[src/hdl/abd_pkg.sv]
// Shared types, constants and helper functions for the anchor box detection decoder.
// No dependencies.
package abd_pkg;

  localparam int LOGIT_W      = 16;
  localparam int PROB_W       = 16;
  localparam int COORD_W      = 18;
  localparam int MAX_CLASSES  = 16;
  localparam int MAX_COLORS   = 8;
  localparam int MAX_GRID     = 256;
  localparam int MAX_ANCHORS  = 3;
  localparam int NUM_BOX      = 5;
  localparam int NUM_KEY      = 10;
  localparam int FIXED_CH     = NUM_BOX + NUM_KEY;
  localparam int MAX_CHANNELS = FIXED_CH + MAX_CLASSES + MAX_COLORS;
  localparam int CH_W         = 6;
  localparam int POS_W        = 8;
  localparam int ANC_W        = 2;
  localparam int CLS_W        = 4;
  localparam int COLR_W       = 3;
  localparam int KIND_W       = 3;
  localparam int ITER_W       = 5;
  localparam int CFG_IDX_W    = 3;
  localparam int CFG_DATA_W   = 60;
  localparam int ANCHOR_DIM_W = 10;

  localparam logic [16:0]       LOG2E_Q16  = 17'd94548;
  localparam logic [ITER_W-1:0] EXP_LAST   = 5'd9;
  localparam logic [ITER_W-1:0] DIV_LAST   = 5'd16;
  localparam logic [ITER_W-1:0] ROOT_LAST  = 5'd15;
  localparam logic [ITER_W-1:0] POINT_LAST = 5'd6;
  localparam logic [KIND_W-1:0] KIND_LAST  = 3'd6;

  typedef enum logic [CFG_IDX_W-1:0] {
    CFG_GRID_SIZE      = 3'd0,
    CFG_STRIDE_LOG2    = 3'd1,
    CFG_NUM_ANCHORS    = 3'd2,
    CFG_NUM_CLASSES    = 3'd3,
    CFG_NUM_COLORS     = 3'd4,
    CFG_CONF_THRESHOLD = 3'd5,
    CFG_ANCHOR_SIZES   = 3'd6
  } cfg_reg_t;

  typedef enum logic [4:0] {
    OP_NONE, OP_LOAD, OP_KEY_STORE, OP_SIG_MUL, OP_SIG_EXP, OP_SIG_SHIFT, OP_SIG_DIV,
    OP_SIG_STORE, OP_ROOT_MUL, OP_ROOT_STEP, OP_CONF, OP_SQ_W, OP_SQ_H, OP_HALF_W,
    OP_HALF_H, OP_KP_READ, OP_EMIT
  } op_t;

  typedef struct packed {
    op_t               op;
    logic [ITER_W-1:0] iter;
  } cmd_t;

  typedef struct packed {
    logic is_key;
    logic end_of_cell;
    logic pass;
    logic out_free;
  } status_t;

  // round(65536 * 2^(-2^-(i+1)))
  function automatic logic [15:0] pow2_frac(input logic [3:0] i);
    logic [15:0] t;
    unique case (i)
      4'd0: t = 16'd46341;
      4'd1: t = 16'd55109;
      4'd2: t = 16'd60097;
      4'd3: t = 16'd62757;
      4'd4: t = 16'd64132;
      4'd5: t = 16'd64830;
      4'd6: t = 16'd65182;
      4'd7: t = 16'd65359;
      4'd8: t = 16'd65447;
      4'd9: t = 16'd65492;
      default: t = 16'd65535;
    endcase
    return t;
  endfunction

  function automatic logic signed [COORD_W-1:0] sat_coord(input logic signed [55:0] v);
    logic signed [COORD_W-1:0] r;
    if (v > 56'sd131071) r = 18'sh1FFFF;
    else if (v < -56'sd131072) r = 18'sh20000;
    else r = v[COORD_W-1:0];
    return r;
  endfunction

endpackage

[src/hdl/abd_ctrl.sv]
// Sequencer for the decoder: walks sigmoid, root, compare and point emit steps.
// Depends on abd_pkg; drives the command of abd_dp.
module abd_ctrl import abd_pkg::*; (
  input  logic    clk,
  input  logic    rst,
  input  logic    in_valid,
  output logic    in_ready,
  input  status_t status,
  output cmd_t    cmd
);

  typedef enum logic [14:0] {
    S_IDLE  = 15'b000000000000001,
    S_DISP  = 15'b000000000000010,
    S_EXP   = 15'b000000000000100,
    S_SHIFT = 15'b000000000001000,
    S_DIV   = 15'b000000000010000,
    S_STORE = 15'b000000000100000,
    S_RMUL  = 15'b000000001000000,
    S_ROOT  = 15'b000000010000000,
    S_CONF  = 15'b000000100000000,
    S_PASS  = 15'b000001000000000,
    S_SQH   = 15'b000010000000000,
    S_HW    = 15'b000100000000000,
    S_HH    = 15'b001000000000000,
    S_RD    = 15'b010000000000000,
    S_EMIT  = 15'b100000000000000
  } state_t;

  state_t            state, state_next;
  logic [ITER_W-1:0] iter, iter_next;

  assign in_ready = (state == S_IDLE);

  always_comb begin
    state_next = state;
    iter_next  = iter;
    cmd.op     = OP_NONE;
    cmd.iter   = iter;
    unique case (state)
      S_IDLE: begin
        if (in_valid) begin
          cmd.op     = OP_LOAD;
          state_next = S_DISP;
        end
      end
      S_DISP: begin
        if (status.is_key) begin
          cmd.op     = OP_KEY_STORE;
          state_next = status.end_of_cell ? S_RMUL : S_IDLE;
        end else begin
          cmd.op     = OP_SIG_MUL;
          iter_next  = '0;
          state_next = S_EXP;
        end
      end
      S_EXP: begin
        cmd.op    = OP_SIG_EXP;
        iter_next = iter + 5'd1;
        if (iter == EXP_LAST) state_next = S_SHIFT;
      end
      S_SHIFT: begin
        cmd.op     = OP_SIG_SHIFT;
        iter_next  = '0;
        state_next = S_DIV;
      end
      S_DIV: begin
        cmd.op    = OP_SIG_DIV;
        iter_next = iter + 5'd1;
        if (iter == DIV_LAST) state_next = S_STORE;
      end
      S_STORE: begin
        cmd.op     = OP_SIG_STORE;
        state_next = status.end_of_cell ? S_RMUL : S_IDLE;
      end
      S_RMUL: begin
        cmd.op     = OP_ROOT_MUL;
        iter_next  = '0;
        state_next = S_ROOT;
      end
      S_ROOT: begin
        cmd.op    = OP_ROOT_STEP;
        iter_next = iter + 5'd1;
        if (iter == ROOT_LAST) state_next = S_CONF;
      end
      S_CONF: begin
        cmd.op     = OP_CONF;
        state_next = S_PASS;
      end
      S_PASS: begin
        if (status.pass) begin
          cmd.op     = OP_SQ_W;
          state_next = S_SQH;
        end else begin
          state_next = S_IDLE;
        end
      end
      S_SQH: begin
        cmd.op     = OP_SQ_H;
        state_next = S_HW;
      end
      S_HW: begin
        cmd.op     = OP_HALF_W;
        state_next = S_HH;
      end
      S_HH: begin
        cmd.op     = OP_HALF_H;
        iter_next  = '0;
        state_next = S_RD;
      end
      S_RD: begin
        cmd.op     = OP_KP_READ;
        state_next = S_EMIT;
      end
      S_EMIT: begin
        if (status.out_free) begin
          cmd.op    = OP_EMIT;
          iter_next = iter + 5'd1;
          state_next = (iter == POINT_LAST) ? S_IDLE : S_RD;
        end
      end
      default: state_next = S_IDLE;
    endcase
  end

  always_ff @(posedge clk) begin
    if (rst) begin
      state <= S_IDLE;
      iter  <= '0;
    end else begin
      state <= state_next;
      iter  <= iter_next;
    end
  end

  a_accept_dispatch: assert property (@(posedge clk) disable iff (rst)
    (state == S_IDLE && in_valid) |=> state == S_DISP)
    else $error("accepted beat not dispatched");

  a_last_point_idle: assert property (@(posedge clk) disable iff (rst)
    (state == S_EMIT && status.out_free && iter == POINT_LAST) |=> state == S_IDLE)
    else $error("emit did not stop after last point");

  a_div_bound: assert property (@(posedge clk) disable iff (rst)
    (state == S_DIV) |-> iter <= DIV_LAST)
    else $error("divider iteration overrun");

endmodule

[config.mk]
export PLATFORM = sky130hd
export DESIGN_NAME = abd_ctrl
export DESIGN_NICKNAME = d
export VERILOG_FILES = /design/src/hdl/abd_pkg.sv /design/src/hdl/abd_ctrl.sv
export SDC_FILE = /design/constraint.sdc
export NUM_CORES = 1
export LEC_CHECK = 0
export CORE_MARGIN = 1.5
export CORE_UTILIZATION = 60
export DETAILED_ROUTE_END_ITERATION = 10
export DONT_BUFFER_PORTS = 1
export PLACE_DENSITY_LB_ADDON = 0.25
export SLEW_MARGIN = 20
export SYNTH_ARGS = -nofsm -noshare
export SYNTH_HDL_FRONTEND = slang
export SYNTH_SLANG_ARGS = --single-unit
[constraint.sdc]
create_clock -name clk -period 2.99 [get_ports clk]
set_input_delay 0.598 -clock clk [delete_from_list [all_inputs] [get_ports clk]]
set_output_delay 0.598 -clock clk [all_outputs]
set_load 0.03 [all_outputs]
Word level (Yosys, flattened, before mapping)
Cells that the tools add are included.

storage, ports and cells
  register bits = 20
  input bits = 7
  logic and storage cells = 51

operators by class
  add/sub/neg operators = 1
  eq/ne operators = 25
  mux-type cells = 18
  reduce and logical (&&, ||, !) cells = 5

operators by type and width
  cell                  number
  $pmux 15 s15          1
  $mux 15               5
  $pmux 5 s15           1
  $pmux 5 s4            1
  $eq 15x1->1 const B   1
  $eq 15x10->1 const B  1
  $eq 15x11->1 const B  1
  $eq 15x12->1 const B  1
  $eq 15x13->1 const B  1
  $eq 15x14->1 const B  1
  $eq 15x15->1 const B  1
  $eq 15x2->1 const B   1
  $eq 15x3->1 const B   1
  $eq 15x4->1 const B   1
  $eq 15x5->1 const B   1
  $eq 15x6->1 const B   1
  $eq 15x7->1 const B   1
  $eq 15x8->1 const B   1
  $eq 15x9->1 const B   1
  $mux 5                3
  $mux 14               1
  $mux 7                2
  $ne 2x2->1 const B    6
  $mux 11               1
  10 further kinds      13

Longest topological paths before layout
Gate-level depths: netlist of the first run.

  word-level depth = 4
  mapped depth = 8

Least setup slack after synthesis of the first run
No wires, ideal clock.

  path type = register -> output
  from = reg state[13]
  to = out cmd[5] (netlist name)
  arrival time = 1877 ps
  data required time = 2392 ps
  setup slack = 515 ps
  stages on the path, launching flop included = 7
  buffers on the path = 1
  cell sequence = dfxtp_1 > clkbuf_1 > nor3_2 > nand2_1 > nor2_1 > a211oi_1 > nand3_1

RTL lines
  what                    RTL line         text
  from (decl)             abd_ctrl.sv:30   state_t state, state_next;
  from (signal assigned)  abd_ctrl.sv:131  state <= state_next;
  to (decl)               abd_ctrl.sv:9    output cmd_t cmd

==> flow_summary.ini, run 1 <==
[layout]
nets = 192
n_fill_cell = 190
antennaDiodeCount = 0
finalNonFillerCells = 207
final_area_um2 = 1520
final_core_util_pct = 68.8
area_growth_pct = 7.33
drive_above_1_share_pct = 14.0

[logic_synthesis]
netlist_top_cells_count = 20 x dfxtp_1, 20 x nand2_1, 20 x nor2_1, 10 x nand3_1, 10 x nor3_1
synth_edf_count = 0
yosys.area.top_type_share_pct = 28.2
syn_nets = 189
avgSynthCellArea_um2 = 8.01
synthTopCellsByArea = dfxtp_1 28%, nand2_1 5.3%, nor2_1 5.3%
synth_area_um2 = 1420
yosysTopAreaCell = dfxtp_1
synthFlopType = dfxtp_1
ys_seq_area_share_pct = 28.2
synthArstFlopShare_pct = 0
yosysWarnings = 0
synth.ff_latch_count = 20
synthDistinctLibCells = 55
syn_inst = 177

[detailed_routing]
drc = 0
dr.pass1.iters = 4
dr.first_iter.drc_count = 106
wl_per_cell_um = 18.1
viasPerCell = 7.05
vias = 1460
routed_wl_um = 3750
detail-route-antenna-nets = 0

[clock_tree]
cts.clk_slew.worst_paths_ns = 0.11
clock-sinks = 20
htree_levels = 1
numCtsBuffers = 3
clockBufferDepth = 2
cts_hold_buffers = 0
cts_root_buffer = clkbuf_4
clock_latency_ns = 0.31
cts_tree = built
postCtsSetupBuffers = 0

[power]
pwr_density_cell_nw_per_um2 = 438
power_frac_seq_pct = 42.8
p_comb_share_pct = 23.9
ir_drop_v = 0.000357
sw_frac_of_total_pct = 30.1
clockPowerShare_pct = 33.2
internal-power_mw = 0.465
power_mw = 0.666
p_leak_nw = 0.595
power.switching_mw = 0.201

[timing]
timing.final.crit_share_pct = 95.1
timing.hold.ws_ns = 0.341
worst_slack_ns = 0.146
drv_slew = 0
report.final.hold_viol_count = 0
rsz0062_at_grt = no
tightestPinTransition_ns = 0.617
setup_viol_count_final = 0
fin_crit_ns = 2.84
finClkSkew_ns = 0.00216
max_freq_ghz = 0.352
setup_tns_ns = 0
maxSlewHeadroom_pct = 58.3

[critical_path]
cp.required_ns = 2.39
reg2reg_depth = 7
reg2reg_setup_slack_ns = 0.46
rr_startpoint = iter[1]
critPathKind = reg2out
cp_max_fo = 6
arrival_ns = 2.25
end_kind = primary output
crit-reg2reg-capture = state[13]
start_kind = register

[global_routing]
grt_usage_pct = 30.7
met1_usage_pct = 38.4
grt_pass1_wl_um = 5970
use_met3_pct = 11.2
antenna_found_initial = 0
grt_pass1_vias = 1316
gr-total-overflow = 0
met2_usage_pct = 47.9
grt_max_degree = 13
busiest_layer = met2

[hold_path]
hold_path_class = in2reg
min_path_cells = 1
hold_path_end = iter[2]
min_from = rst

[die]
fp-row-count = 17
core_region_area_um2 = 2210
io_pins = 18
fp.dieH_um = 51.6
die_x_um = 51.6
die_area_um2 = 2660
start_util_pct = 64.1

[place]
placed_area_um2 = 1450
pre_cts_slack_ns = 0.354
port_buffers = 0
place_inst = 203
place.gp.congestion = 1.09
place.detailed.hpwl_um = 2920

[job]
maxCapViolCount = 0

[status]
status = complete, no violations
[kinds of logic after synthesis]
| logic type | share of synthesized area (%) |
|---|---|
| multiplexers | 0.794 |
| AO/OA/AOI/OAI | 17.2 |
| buffers and inverters | 4.77 |
| AND/OR/NAND/NOR | 43.3 |
| adder cells (fa/ha/maj) | 4.41 |
| flip-flops | 28.2 |
| XOR/XNOR | 1.24 |
[registers in the layout, summed over array words and instances (netlist names)]
signal / count
state: 15
iter: 5
[power by group through the flow]
stage               Clock (mW)  Sequential [mW]  Combinational [mW]
floorplan                    0            0.288               0.122
global placement             0            0.289               0.152
detailed placement           0            0.290               0.151
CTS                      0.227            0.285               0.152
global route             0.238            0.287               0.171
finish                   0.221            0.285               0.159
[layer usage]
layer / part of all wire [%] / up-vias
li1: - / 679
met1: 41 / 676
met2: 44 / 85
met3: 11 / 20
met4: 3.8 / 0
met5: 0 / -
[worst max-delay path by stage]
stage	startpoint	to	slack, ns	cells past startpoint
global placement	state[8]	cmd[8]	0.40	5
floorplan	state[13]	cmd[5]	0.51	6
CTS	state[8]	cmd[5]	0.03	5
detailed placement	state[8]	cmd[8]	0.35	5
global route	state[8]	cmd[8]	0.05	5
finish	state[8]	cmd[8]	0.15	5
[layout make-up]
| cell class | instances | area (µm²) | share of cell area [%] |
|---|---|---|---|
| multi-input cells | 142 | 966 | 63.5 |
| flip-flops and latches | 20 | 400 | 26.3 |
| clock inverters | 1 | 30.0 | 1.97 |
| repair buffers | 5 | 37.5 | 2.47 |
| well taps | 28 | 35.0 | 2.30 |
| clock buffers | 3 | 22.5 | 1.48 |
| inverters | 8 | 30.0 | 1.97 |
[worst max-delay path, stage by stage, from the launching register on]
cell       delay [ns]
dfxtp_1          0.37
or4_1            0.68
nor3_2           0.29
nand3_1          0.14
and3_1           0.26
o2111ai_2        0.20
[placed cells by master, fill, tap and decap left out, drive strengths merged, types with 2 or more instances in the layout]
| cell type | instances |
|---|---|
| ha | 5 |
| nand2 | 20 |
| nor3 | 11 |
| buf | 5 |
| a21oi | 5 |
| and4 | 3 |
| or4 | 3 |
| a22o | 2 |
| clkbuf | 3 |
| nor4b | 7 |
| and2 | 2 |
| nand3 | 10 |
| nor4 | 3 |
| o22a | 2 |
| nor3b | 3 |
| nand4 | 3 |
| or3 | 3 |
| dfxtp | 20 |
| and3 | 3 |
| nor2 | 21 |
| a211oi | 3 |
| nand4b | 4 |
| or3b | 2 |
| xor2 | 2 |
| or4b | 3 |
| inv | 8 |
| o22ai | 3 |
[what timing repair did]
action                                  CTS  global route
gates resized for setup                   1             2
endpoints found under the setup margin    1             2
pin swaps                                 0             0
(Power assumes the default switching activity.)
==> run 2: changes to the inputs <==
--- a/config.mk
+++ b/config.mk
@@ -5,6 +5,7 @@
 export SDC_FILE = /design/constraint.sdc
 export NUM_CORES = 1
 export LEC_CHECK = 0
+export ABC_AREA = 1
 export CORE_MARGIN = 1.5
 export CORE_UTILIZATION = 60
 export DETAILED_ROUTE_END_ITERATION = 10
==> flow_summary.ini, run 2 <==
[layout]
antennaDiodeCount = 0
drive_above_1_share_pct = 17.3
regMostFlops = state
area_growth_pct = 2.86
reg_top3 = state x15, iter x5
nets = 250
layout_common_cells = 55 x nand2_1, 43 x nor2_1, 30 x inv_1
n_fill_cell = 258
largest_register_ffs = 15
final_common_cell = nand2_1

[timing]
rsz0062_at_grt = no
setup_viol_count_final = 0
max_freq_ghz = 0.395
fin_crit_ns = 2.53
timing.final.crit_share_pct = 84.7
maxSlewHeadroom_pct = 63.7
worst_slack_ns = 0.457
setup_tns_ns = 0
drv_slew = 0
finClkSkew_ns = 0.00274
tightestPinTransition_ns = 0.542
report.final.hold_viol_count = 0

[die]
core_region_area_um2 = 2450
io_pins = 18
fp.dieH_um = 53.5
die_x_um = 53.5
start_util_pct = 62.4
die_area_um2 = 2870
fp-row-count = 18

[job]
maxCapViolCount = 0

[detailed_routing]
drc = 0
dr.pass1.iters = 4
dr.first_iter.drc_count = 40
wl_per_cell_um = 12.7
vias = 1392
viasPerCell = 5.21
routed_wl_um = 3400
detail-route-antenna-nets = 0

[clock_tree]
cts_root_buffer = clkbuf_4
cts_hold_buffers = 0
clockBufferDepth = 2
clock_latency_ns = 0.31
cts.clk_slew.worst_paths_ns = 0.11
numCtsBuffers = 3
cts_tree = built
postCtsSetupBuffers = 0
htree_levels = 1
clock-sinks = 20
cts_resized = 0

[logic_synthesis]
yosysTopAreaCell = dfxtp_1
netlist_top_cells_count = 55 x nand2_1, 43 x nor2_1, 30 x inv_1, 20 x dfxtp_1, 20 x nand3_1
synth_most_common_cell = nand2_1
syn_nets = 248
avgSynthCellArea_um2 = 6.49
synth_area_um2 = 1530
synth-xor-area-share_pct = 0
synthDistinctLibCells = 26
synthFlopType = dfxtp_1
synthArstFlopShare_pct = 0
synth_top_family_by_area = simple AND/OR/NAND/NOR gates
ys_seq_area_share_pct = 26.1
syn_inst = 236
synthTopCellsByArea = dfxtp_1 26%, nand2_1 13%, nor2_1 11%
yosysWarnings = 0
synth_edf_count = 0
yosys.area.top_type_share_pct = 26.1
synth_compound_area_share_pct = 5.39
synthSimpleGateAreaFrac_pct = 54.1
synth.ff_latch_count = 20
synth_fa_ha_area_share_pct = 4.08
synth_mux_area_share_pct = 0

[critical_path]
cp_max_fo = 14
cp.required_ns = 2.39
rr_startpoint = iter[1]
end_kind = primary output
startpoint = state[8]
arrival_ns = 1.94
critPathKind = reg2out
start_kind = register

[global_routing]
met1_usage_pct = 33.2
gr-total-overflow = 0
grt_usage_pct = 27.5
busiest_layer = met2
grt_max_degree = 16
grt_pass1_wl_um = 5660
use_met3_pct = 8.06
antenna_found_initial = 0
grt_pass1_vias = 1279
met2_usage_pct = 44.7

[power]
pwr_density_cell_nw_per_um2 = 395
ir_drop_v = 0.000287
p_leak_nw = 0.789

[place]
place.gp.congestion = 0.961
port_buffers = 0
place.detailed.hpwl_um = 2780
pre_cts_slack_ns = 0.790

[status]
status = complete, no violations

[hold_path]
hold_path_class = in2reg
min_from = rst
run 2: changes by cell type in the layout (fill, tap and decap cells not counted), moves of 7 or more:
cell	change
inv_1	+22
nand2_1	+35
nand2_2	+7
nand2_4	+7
nand3_1	+11
nor2_1	+23
nor2_4	+9
nor3_1	-7
nor4b_1	-7
run 2: kinds of logic after synthesis:
group / Yosys count
compound gates: 16
fa+ha+maj: 5
buf+inv: 37
flops: 20
simple gates: 158
run 2: power breakdown:
group	switching [mW]	leakage [nW]	internal [mW]
Clock	0.0859	0.0210	0.0744
Sequential	0.0154	0.162	0.275
Combinational	0.123	0.606	0.0474
Total	0.225	0.789	0.397
run 2: worst paths after layout:
check                           endpoint  slack, ns  cells past startpoint
worst min register to register  state[4]       0.51                      2
worst max register to register  state[8]       1.05                     10
worst min-delay path             iter[1]       0.34                      1
worst max-delay path              cmd[5]       0.46                      7
run 2: metrics by stage:
stage	area (µm²)	hold WS (ns)	power [mW]	instances	utilization (%)
finish	1580	0.338	0.622	267	64.2
global route	1580	0.325	0.660	267	64.2
CTS	1580	0.325	0.631	267	64.2
detailed placement	1540	0.496	0.468	263	62.7
global placement	1540	0.494	0.465	263	62.7
floorplan	1530	0.481	0.446	236	-
run 2: worst max-delay path: stages (launching register included):
cell and delay, ns:
dfxtp_1 0.35, nor2_2 0.20, nand2_4 0.12, nor2_8 0.22, nand2_2 0.08, inv_1 0.26
a21oi_1 0.12, nand4_1 0.28
run 2: final cells by class:
class	instances	area (µm²)	area share (%)
flip-flops and latches	20	400	25.4
multi-input cells	179	975	61.8
clock buffers	4	36.3	2.30
well taps	30	37.5	2.38
inverters	34	128	8.10
run 2: metal layers:
metal	vias up	share of wire, %
met5	-	0
met2	40	48
li1	738	-
met3	6	7.1
met1	608	44
met4	0	1.6
==> run 3: changes to the inputs <==
==> constraint.sdc (replaced) <==
create_clock -name clk -period 2.6 [get_ports clk]
set_input_delay 0.52 -clock clk [delete_from_list [all_inputs] [get_ports clk]]
set_output_delay 0.52 -clock clk [all_outputs]
set_load 0.03 [all_outputs]
==> flow_summary.ini, run 3 (synthesized netlist as in run 2, its figures left out) <==
[detailed_routing]
vias = 1399
dr.max_layer_used = met4
dr.pass1.iters = 4
wl_per_cell_um = 12.2
wl_met1_um = 1510
viasPerCell = 5.18
route.met3.wl_um = 217
detail-route-antenna-nets = 0
routed_wl_um = 3310
dr.first_iter.drc_count = 54
wl_met2_um = 1500
drc = 0

[critical_path]
end_kind = primary output
slowest_stage = dfxtp_1
critPathKind = reg2out
cp.required_ns = 2.08
cp_max_fo = 14
start_kind = register
path_cells = nor2_2, nand2_4, nor2_8, nand2_1, or2_2, nand4_1
arrival_ns = 1.90
max_stage_delay_ns = 0.35

[die]
fp-row-count = 18
start_util_pct = 62.4
core_region_area_um2 = 2450
io_pins = 18
die_x_um = 53.5
fp.dieH_um = 53.5
die_area_um2 = 2870

[timing]
maxSlewHeadroom_pct = 63.3
fin_crit_ns = 2.42
tightestPinTransition_ns = 0.548
max_freq_ghz = 0.414
setup_tns_ns = 0
setup_viol_count_final = 0
drv_slew = 0
report.final.hold_viol_count = 0
finClkSkew_ns = 0.00395
rsz0062_at_grt = no
timing.final.crit_share_pct = 93.0

[global_routing]
grt_usage_pct = 25.8
grt_pass1_vias = 1207
gr-total-overflow = 0
grt_pass1_wl_um = 5340
grt_max_degree = 16
antenna_found_initial = 0

[power]
p_leak_nw = 0.805
ir_drop_v = 0.000356
pwr_density_cell_nw_per_um2 = 454

[clock_tree]
cts_tree = built
htree_levels = 1
cts_resized = 0
postCtsSetupBuffers = 0
cts_hold_buffers = 0
cts.clk_slew.worst_paths_ns = 0.12
clockBufferDepth = 2
numCtsBuffers = 3
cts_root_buffer = clkbuf_4
clock_latency_ns = 0.31
clock-sinks = 20

[layout]
layout_common_cells = 55 x nand2_1, 43 x nor2_1, 30 x inv_1
layout.area.seq_um2 = 400
regMostFlops = state
final_area_um2 = 1600
drive_above_1_share_pct = 18.3
area_growth_pct = 4.33
largest_register_ffs = 15
nets = 253
n_fill_cell = 226
antennaDiodeCount = 0
multi_input_area_um2 = 975
reg_top3 = state x15, iter x5
final_common_cell = nand2_1

[status]
status = complete, no violations

[place]
placed_area_um2 = 1560
place.gp.congestion = 0.941
port_buffers = 0
place.detailed.hpwl_um = 2670

[hold_path]
hold_path_class = in2reg

[job]
maxCapViolCount = 0
==> run 3: layout make-up <==
type / instances / area share, %
clock buffer: 4 / 2.27
inverter: 34 / 7.98
multi-input combinational: 179 / 61.0
sequential: 20 / 25.0
tap: 30 / 2.35
timing repair buffer: 3 / 1.41
==> run 3: routing by layer <==
layer,vias up,GRT usage [%]
li1,743,-
met1,603,35.0
met2,44,38.9
met3,9,6.67
met4,0,10.3
met5,-,0
==> run 3: critical path, delay by kind of cell (launching register included) <==
kind	cells	cell delay (ns)
flops	1	0.35
simple gates	6	1.23
==> run 3: through the flow <==
step / power (mW) / std cells / setup slack [ns] / hold WS [ns] / utilization, %
3_5_place_dp: 0.545 / 266 / 0.528 / 0.494 / 63.7
6_report: 0.725 / 270 / 0.183 / 0.262 / 65.1
3_3_place_gp: 0.544 / 266 / 0.557 / 0.494 / 63.7
2_1_floorplan: 0.513 / 236 / 0.591 / 0.481 / -
4_1_cts: 0.728 / 270 / 0.170 / 0.255 / 65.1
5_1_grt: 0.761 / 270 / 0.0314 / 0.250 / 65.1
==> run 3: power breakdown <==
part / switching, mW / internal, mW
Combinational: 0.143 / 0.0622
Clock: 0.101 / 0.0856
Sequential: 0.0168 / 0.317
==> run 3: worst paths after layout <==
path / startpoint / to / slack, ns / depth (start not counted)
worst max-delay path: state[8] / cmd[5] / 0.18 / 6
worst min-delay path: rst / state[7] / 0.26 / 1
worst max register to register: iter[2] / state[13] / 0.84 / 9
worst min register to register: state[4] / state[4] / 0.51 / 2
